**src/sv/vos_pkg.sv**
```systemverilog
`timescale 1ns / 1ps
// Shared types and constants for the order slicer.
package vos_pkg;

	localparam int BUCKET_DEPTH_DEF = 64;
	localparam int SLICE_SLOTS_DEF  = 64;
	localparam int CFG_IDX_W        = 4;

	localparam logic [1:0] OP_ARM  = 2'd0;
	localparam logic [1:0] OP_REQ  = 2'd1;
	localparam logic [1:0] OP_FILL = 2'd2;

	localparam logic [CFG_IDX_W-1:0] REG_BUCKET_COUNT = 4'd0;
	localparam logic [CFG_IDX_W-1:0] REG_START_TIME   = 4'd1;
	localparam logic [CFG_IDX_W-1:0] REG_END_TIME     = 4'd2;
	localparam logic [CFG_IDX_W-1:0] REG_TOTAL_QTY    = 4'd3;
	localparam logic [CFG_IDX_W-1:0] REG_MIN_INTERVAL = 4'd4;
	localparam logic [CFG_IDX_W-1:0] REG_MIN_SLICE    = 4'd5;
	localparam logic [CFG_IDX_W-1:0] REG_MAX_SLICE    = 4'd6;
	localparam logic [CFG_IDX_W-1:0] REG_PART_Q16     = 4'd7;

	typedef struct packed {
		logic [1:0]  op;
		logic [62:0] now;
		logic [31:0] quote_price;
		logic        order_side;
		logic [31:0] leaves_qty;
		logic [31:0] order_filled_qty;
		logic [31:0] fill_qty;
	} in_item_t;

	typedef struct packed {
		logic        issued;
		logic [31:0] slice_number;
		logic [31:0] slice_qty;
		logic [31:0] slice_price;
		logic        slice_side;
		logic [5:0]  slot;
	} result_t;

	typedef struct packed {
		logic        go;
		logic [63:0] dividend;
		logic [63:0] divisor;
	} div_req_t;

endpackage

```
**src/sv/vos_div.sv**
```systemverilog
`timescale 1ns / 1ps
// Restoring 64/64 unsigned divider, one quotient bit per cycle.
module vos_div import vos_pkg::*; (
	input  logic        clk,
	input  logic        arst_n,
	input  div_req_t    req,
	output logic        done,
	output logic [63:0] quotient
);

	logic [63:0] rem_q;
	logic [63:0] quo_q;
	logic [6:0]  cnt_q;
	logic        busy_q;
	logic        done_q;
	logic [64:0] trial;
	logic        fits;

	assign trial = {rem_q, quo_q[63]};
	assign fits  = trial >= {1'b0, req.divisor};

	always_ff @(posedge clk or negedge arst_n) begin
		if (!arst_n) begin
			rem_q  <= '0;
			quo_q  <= '0;
			cnt_q  <= '0;
			busy_q <= 1'b0;
			done_q <= 1'b0;
		end else begin
			done_q <= 1'b0;
			if (req.go) begin
				rem_q  <= '0;
				quo_q  <= req.dividend;
				cnt_q  <= 7'd64;
				busy_q <= 1'b1;
			end else if (busy_q) begin
				if (fits) begin
					rem_q <= 64'(trial - {1'b0, req.divisor});
				end else begin
					rem_q <= trial[63:0];
				end
				quo_q <= {quo_q[62:0], fits};
				cnt_q <= cnt_q - 7'd1;
				if (cnt_q == 7'd1) begin
					busy_q <= 1'b0;
					done_q <= 1'b1;
				end
			end
		end
	end

	assign done     = done_q;
	assign quotient = quo_q;

endmodule

```
**config.mk**
```make
export PLATFORM = sky130hd
export DESIGN_NAME = vos_div
export DESIGN_NICKNAME = d
export VERILOG_FILES = /design/src/sv/vos_pkg.sv /design/src/sv/vos_div.sv
export SDC_FILE = /design/constraint.sdc
export NUM_CORES = 1
export LEC_CHECK = 0
export ABC_AREA = 1
export BUFFER_PORTS_ARGS = -buffer_cell sky130_fd_sc_hd__buf_4
export CORE_MARGIN = 8
export CORE_UTILIZATION = 45
export DETAILED_ROUTE_END_ITERATION = 10
export PLACE_DENSITY = 0.64
export SETUP_SLACK_MARGIN = 0.05
export SLEW_MARGIN = 40
export SYNTH_ARGS = -nofsm -noshare
export SYNTH_HDL_FRONTEND = slang
export SYNTH_SLANG_ARGS = --single-unit
```
**constraint.sdc**
```tcl
create_clock -name clk -period 3 [get_ports clk]
set_clock_uncertainty 0.1 [all_clocks]
set_input_delay 0.6 -clock clk [delete_from_list [all_inputs] [get_ports clk]]
set_output_delay 0.6 -clock clk [all_outputs]
set_load 0.01 [all_outputs]
```
# After elaboration in Yosys (flattened, before gate mapping)
# Index checks and enable logic that the tools add are counted.
# word_totals
register_bits	137
latch_bits	0
mem_bits_rw	0
rom_bits	0
input_bits	131
elab_cells	23
mem_count	0
# op_classes
add_sub_neg	2
multipliers	0
n_div	0
order_cmp	1
eq_ne	1
shift	0
muxes	13
n_bitwise	0
n_reduce_logical	1
# op_table
cell	count
64-bit two-way mux	5
65-bit by 64-bit greater-or-equal comparator with 1-bit output	1
64-bit subtractor	1
7-bit two-way mux	2
7-bit by 1-bit == test with 1-bit output, second input constant	1
7-bit by 1-bit subtractor with 7-bit output, second input constant	1
1-bit two-way mux	6
2-bit nonzero test	1

# Logic depth before layout (Yosys ltp)
# Gate-level depths: netlist of the first run.
# logic_depth
ltp_word	4
mapped_depth	19
ltp_nobuf	18

# Least setup slack after synthesis of the first run
# Ideal clock, no wire load.
# synth_timing
path_type	input to register
start	input port req[55] (netlist bit)
end	register rem_q[0]
t_arrival_ns	2.211
t_required_ns	2.782
setup_slack_ns	0.571
cell_stages	16
path_buffers	2
cell_sequence	inv_1 ha_1 nand2_1 inv_1 a21oi_1 nand2_1 nand2_1 nand2_1 nand2_1 nand2_2 nor2_4 buf_6 buf_2 nand3_1 nand3_1 nand2_1
# synth_via
elab_chain_len	4
# synth_lines
item	line	rtl
start: declaration	vos_div.sv:6	input div_req_t req,
65-bit by 64-bit greater-or-equal comparator with 1-bit output	vos_div.sv:20	assign fits = trial >= {1'b0, req.divisor};
64-bit two-way mux	vos_div.sv:37	if (fits) begin
64-bit two-way mux	vos_div.sv:36	end else if (busy_q) begin
64-bit two-way mux	vos_div.sv:31	if (req.go) begin
end signal: assignment	vos_div.sv:38	rem_q <= 64'(trial - {1'b0, req.divisor});
end signal: assignment	vos_div.sv:40	rem_q <= trial[63:0];
end: declaration	vos_div.sv:11	logic [63:0] rem_q;
# Every way passes these cells. The select of a mux whose other input is x is not followed.
# A chain may end at the register's enable or synchronous reset.

# Worst setup path after layout of the first run
# layout_timing
start	register rem_q[51]
end	register rem_q[50]
# layout_via
elab_chain_len	4
# layout_lines
item	line
65-bit by 64-bit greater-or-equal comparator with 1-bit output	vos_div.sv:20
64-bit two-way mux	vos_div.sv:37
64-bit two-way mux	vos_div.sv:36
64-bit two-way mux	vos_div.sv:31
# Every way passes these cells. The select of a mux whose other input is x is not followed.

==> impl_metrics.yaml, run 1 <==
status:
  outcome: "completed"
critical_path:
  path_buf_inv: 2
  timing.critical_path.mode_cell: "nand2_1"
  critical-path-top-delay-family: "simple AND/OR/NAND/NOR gates"
  crit_path_end_kind: "flip-flop"
  critPathLaunchType: "flip-flop"
  critPathRequiredTime_ns: 3.28
  critPathSlowestCell: "ha_2"
  crit_start: "rem_q[51]"
  timing_worst_setup_path_type: "flip-flop to flip-flop"
  critPathMaxFanout: 19
  crit_arrival_ns: 3.07
  r2r_start: "rem_q[51]"
  path_cells: "ha_2, nand2_2, nor2_2, nand2_1, inv_2, nand3_1, nor3_2, nand2_2, nand2_4, buf_12, nand2_4, nand2_1, nand2_1, nand2_1"
  max_stage_delay_ns: 0.42
global_route:
  grt_pass1_wl_um: 71900
  grt_pass1_vias: 13500
  antenna_found_initial: 0
  track_usage_pct: 26.7
  grt_max_degree: 63
  grt-ovfl-total: 0
yosys:
  synth.distinct_cells: 39
  yosysTopAreaCell: "dfrtp_1"
  synth_seq_cells: 137
  synthCells: 2166
  synth_fp_nets: 2364
  synth_area_leaders: "dfrtp_1, nand2_1, inv_1"
  synthesis.area_sq_mm: 0.0130
  synthFlopType: "dfrtp_1"
  synth_top_cell_area_share_pct: 26.4
  yosysMostFrequentCell: "nand2_1"
  async_flop_share_pct: 100
  ys_seq_area_share_pct: 26.4
  ys_top_cells_by_count: "nand2_1, inv_1, dfrtp_1, nor2_1, nand3_1"
  synth_edf_count: 0
  avgSynthCellArea_sq_um: 6.00
  yosys_warnings: 0
power:
  p_per_area_mw_per_mm2: 326
  swShare_pct: 30.8
  combinationalPowerShare_pct: 19.1
  p_int_mw: 3.57
  p_clk_share_pct: 41.1
  vdd_drop_max_v: 0.000397
  p_leak_nw: 9.51
  switching_power_mw: 1.59
  pwr-share-seq_pct: 39.8
finish:
  fill_cells: 3005
  nets: 2596
  drive_gt1_share_pct: 17.0
  post-route-util_pct: 55.5
  area_growth_pct: 22.0
  n_antenna_cell: 0
sta:
  drv_slew: 0
  hold_viol: 0
  slew_headroom_pct: 53.6
  rsz0062_at_grt: "no"
  worst_slew_pin_slew_ns: 0.695
  finalSetupTns_ns: 0
  fin_crit_ns: 2.79
  setup_viol: 0
  finalCritPeriodShare_pct: 93.0
  max_freq_ghz: 0.358
place:
  port_buffers: 195
  globalplace.congestion: 1.05
  hpwl_um: 36900
cts:
  cts_made_buffers: 17
  cts_tree: "done"
  clk_latency_ns: 0.45
  cts_buffer_depth: 2
  cts.sinks: 137
  htreeDepth: 4
  clkTransAtPathRegs_ns: 0.07
  clockRootBuffer: "clkbuf_16"
floorplan:
  fp.dieH_um: 186
  die_w_um: 186
  die-area_sq_mm: 0.0346
  core-area_sq_mm: 0.0285
  ioPinCount: 196
  rows: 62
  start_util_pct: 45.5
routing:
  wl_per_cell_um: 16.3
  ant_nets: 0
  viasPerCell: 4.90
  firstDrtPassIters: 5
  drc: 0
  routed_wl_um: 45600
  num_vias: 13700
  drtIter0Drc: 1099
job:
  maxCapViolations: 0
worst_hold_path:
  worst_hold_path_type: "input port to asynchronous set/reset pin"
worst register-to-register path: stages, from the launching register on:
cell and delay (ns):
dfrtp_1 0.41, ha_2 0.42, nand2_2 0.11, nor2_2 0.23
nand2_1 0.20, inv_2 0.11, nand3_1 0.14, nor3_2 0.18
nand2_2 0.12, nand2_4 0.10, buf_12 0.17, nand2_4 0.18
nand2_1 0.15, nand2_1 0.06, nand2_1 0.06
registers in the layout (all words and copies together) (netlist names):
register	count
busy_q	1
cnt_q	7
done	1
quotient	64
rem_q	64
layer usage:
layer,wire (um),vias up,track usage [%]
li1,-,7027,-
met3,3740,59,7.22
met5,0,-,0
met2,20800,415,43.7
met4,1170,0,7.91
met1,19900,6201,34.0
final timing paths:
kind	cells after the start	to	slack, ns
worst max register to register	14	rem_q[50]	0.21
worst min register to register	1	cnt_q[3]	0.37
worst max-delay path	14	rem_q[50]	0.21
min in group clk	3	quotient[28]	0.27
worst min-delay path	1	rem_q[21]	0.001
max in group asynchronous	2	rem_q[40]	2.02
power groups by stage:
stage | combinational, mW | sequential, mW | clock (mW)
2_1_floorplan | 0.465 | 2.11 | 0
3_3_place_gp | 0.976 | 2.08 | 0
3_5_place_dp | 0.991 | 2.08 | 0
4_1_cts | 0.992 | 2.05 | 2.17
5_1_grt | 1.09 | 2.07 | 2.25
6_report | 0.984 | 2.05 | 2.12
kinds of logic (layout without fill, tap and decap cells):
group,after synthesis,after routing,share of synthesized area (%)
AOI/OAI and AO/OA,140,140,6.59
xor gates and xnor gates,31,31,2.09
adders and majority gates,67,67,6.51
buffers and inverters,504,748,15.6
DFF,137,137,26.4
and+or+nand+nor,1287,1287,42.8
what timing repair did:
item	in CTS	in global routing
endpoints found under the setup margin	0	3
resized for setup	0	5
hold buffers	0	0
setup buffers	0	0
stage by stage:
stage | total power [mW] | hold WS [ns] | std cells | setup slack (ns) | instance area, sq um
after floorplan | 2.57 | 0.204 | 2166 | 0.571 | 13000
after global placement | 3.06 | 0.356 | 2763 | 0.0341 | 15300
after detailed placement | 3.07 | 0.363 | 2763 | -0.0185 | 15300
after CTS | 5.21 | 0.0446 | 2794 | 0.241 | 15800
after global routing | 5.41 | 0.0403 | 2794 | 0.0628 | 15800
final | 5.16 | 0.00119 | 2794 | 0.209 | 15800
cell type report:
type,count,area [sq um],share of cell area [%]
Clock inverter,13,133,0.837
Timing Repair Buffer,265,2110,13.3
Multi-Input combinational cell,1525,7560,47.7
Clock buffer,18,439,2.77
Inverter,452,1700,10.7
Sequential cell,137,3430,21.6
Tap cell,384,480,3.03
layout by cell type, fill, tap and decap left out, drive strengths merged:
| master | n |
|---|---|
| o22ai | 29 |
| or2 | 2 |
| clkinv | 5 |
| o21ai | 18 |
| dfrtp | 137 |
| nand3b | 58 |
| bufinv | 1 |
| inv | 456 |
| clkbuf | 18 |
| fa | 1 |
| o21bai | 3 |
| nand4 | 10 |
| nor4 | 3 |
| ha | 66 |
| and3 | 1 |
| xor2 | 2 |
| o211ai | 8 |
| a21oi | 53 |
| a31oi | 1 |
| buf | 265 |
| nor2 | 159 |
| xnor2 | 29 |
| a21o | 1 |
| o221ai | 13 |
| nand2 | 925 |
| and2 | 4 |
| a22oi | 14 |
| clkinvlp | 3 |
| nand3 | 115 |
| nor3 | 10 |
(Power assumes the default switching activity.)
==> run 2, diff against run 1 <==
--- a/config.mk
+++ b/config.mk
@@ -7,6 +7,7 @@
 export LEC_CHECK = 0
 export ABC_AREA = 1
 export BUFFER_PORTS_ARGS = -buffer_cell sky130_fd_sc_hd__buf_4
+export CORE_ASPECT_RATIO = 1.1
 export CORE_MARGIN = 8
 export CORE_UTILIZATION = 45
 export DETAILED_ROUTE_END_ITERATION = 10
==> impl_metrics.yaml, run 2 (synthesis results as in run 1) <==
status:
  outcome: "finished with violations"
  violations: "negative hold slack"
global_route:
  grt_pass1_vias: 13900
  grt-ovfl-total: 0
  grt_pass1_wl_um: 72200
  track_usage_pct: 26.1
  antenna_found_initial: 0
  grt_max_degree: 85
sta:
  setup_viol: 0
  worst_slew_pin_slew_ns: 0.567
  hold_viol: 8
  drv_slew: 0
  finalCritPeriodShare_pct: 88.6
  whs_ns: -0.0264
  max_freq_ghz: 0.376
  fin_crit_ns: 2.66
  slew_headroom_pct: 62.1
  rsz0062_at_grt: "no"
  finalSetupTns_ns: 0
place:
  place_area_sq_mm: 0.0153
  port_buffers: 195
  globalplace.congestion: 1.00
  hpwl_um: 35800
critical_path:
  critPathMaxFanout: 4
  crit_path_end_kind: "flip-flop"
  crit_arrival_ns: 2.89
  path_buf_inv: 1
  path_cells: "ha_1, nand2_1, nor2_1, nand2_1, inv_1, nand2_1, nand3b_1, nand3_1, nand3_1, nand3_2, nand2_1, nand2_1"
  critPathLaunchType: "flip-flop"
  critPathRequiredTime_ns: 3.23
  max_stage_delay_ns: 0.41
  timing.critical_path.mode_cell: "nand2_1"
  timing_worst_setup_path_type: "flip-flop to flip-flop"
  critPathSlowestCell: "dfrtp_1"
  critical-path-top-delay-family: "simple AND/OR/NAND/NOR gates"
routing:
  drc: 0
  routed_wl_um: 44700
  firstDrtPassIters: 6
  viasPerCell: 4.95
  wl_per_cell_um: 16.1
  drtIter0Drc: 935
  num_vias: 13800
  ant_nets: 0
cts:
  clockRootBuffer: "clkbuf_16"
  cts_made_buffers: 17
  cts_tree: "done"
  clk_latency_ns: 0.45
  htreeDepth: 4
  hold_buffers: 0
  cts.sinks: 137
  cts_buffer_depth: 2
  clkTransAtPathRegs_ns: 0.07
floorplan:
  die_w_um: 178
  start_util_pct: 45.5
  rows: 65
  die-area_sq_mm: 0.0346
  fp.dieH_um: 194
  ioPinCount: 196
  core-area_sq_mm: 0.0285
finish:
  postLayoutCellArea_sq_mm: 0.0159
  n_antenna_cell: 0
  final_cell_mix: "nand2_1, inv_1, buf_4"
  area_growth_pct: 22.6
  mostFrequentLayoutCell: "nand2_1"
  fill_cells: 2935
  post-route-util_pct: 55.8
  drive_gt1_share_pct: 17.1
  nets: 2603
power:
  p_total_mw: 5.34
  p_leak_nw: 9.58
  p_per_area_mw_per_mm2: 335
  vdd_drop_max_v: 0.000294
job:
  maxCapViolations: 0
worst_hold_path:
  worst_hold_path_type: "input port to asynchronous set/reset pin"
[run 2: cell types whose count changed in the layout (fill, tap and decap cells not counted), moves of 2 or more]
cell        delta
buf_4          +5
ha_1           +3
ha_2           -3
buf_12         +2
clkinvlp_4     -2
inv_8          +2
[run 2: layer usage]
metal	vias up	routed length [um]	part of all wire [%]	global-route usage, %
met5	-	0	0	0
met3	58	3000	6.7	5.12
li1	7031	-	-	-
met1	6258	19500	44	33.1
met4	0	1070	2.4	7.60
met2	437	21100	47	44.1
[run 2: path summary, 6_finish.rpt]
path                       cells past startpoint  startpoint           end  slack [ns]
hold / removal                                 1      arst_n     rem_q[17]       -0.03
setup / recovery                              12   rem_q[21]     rem_q[55]        0.34
hold reg to reg                                1    cnt_q[3]      cnt_q[3]        0.36
max in group asynchronous                      2      arst_n  quotient[18]        2.09
setup reg to reg                              12   rem_q[21]     rem_q[55]        0.34
min in group clk                               3     req[89]  quotient[25]        0.26
[run 2: final cells by class]
cell class / count / area (sq um) / share of cell area (%)
inverter: 452 / 1700 / 10.7
sequential: 137 / 3430 / 21.5
multi-input combinational: 1525 / 7550 / 47.4
timing repair buffer: 272 / 2180 / 13.7
tap: 368 / 460 / 2.89
clock inverter: 14 / 181 / 1.14
clock buffer: 18 / 429 / 2.69
[run 2: worst register-to-register path: cells and delay by family, from the launching register on]
kind	cells	cell delay [ns]
buf+inv	1	0.16
simple gates	10	1.50
fa+ha+maj	1	0.37
flops	1	0.41
[run 2: through the flow]
| stage | setup slack (ns) | std cells |
|---|---|---|
| after floorplan | 0.571 | 2166 |
| after global placement | 0.0555 | 2754 |
| after detailed placement | 0.0362 | 2754 |
| after CTS | 0.317 | 2786 |
| after global routing | 0.0806 | 2786 |
| final | 0.342 | 2786 |
[run 2: where the power goes]
| group | leakage [nW] | switching (mW) | internal (mW) |
|---|---|---|---|
| clock | 0.297 | 1.04 | 1.27 |
| sequential | 1.75 | 0.0882 | 1.96 |
| combinational | 7.53 | 0.553 | 0.435 |
| total | 9.58 | 1.68 | 3.66 |
[run 2: what timing repair did]
item                                   CTS  global route
gates resized for setup                  0             1
endpoints found under the hold margin    0             0
setup endpoints to repair                0             1
setup buffers                            0             0
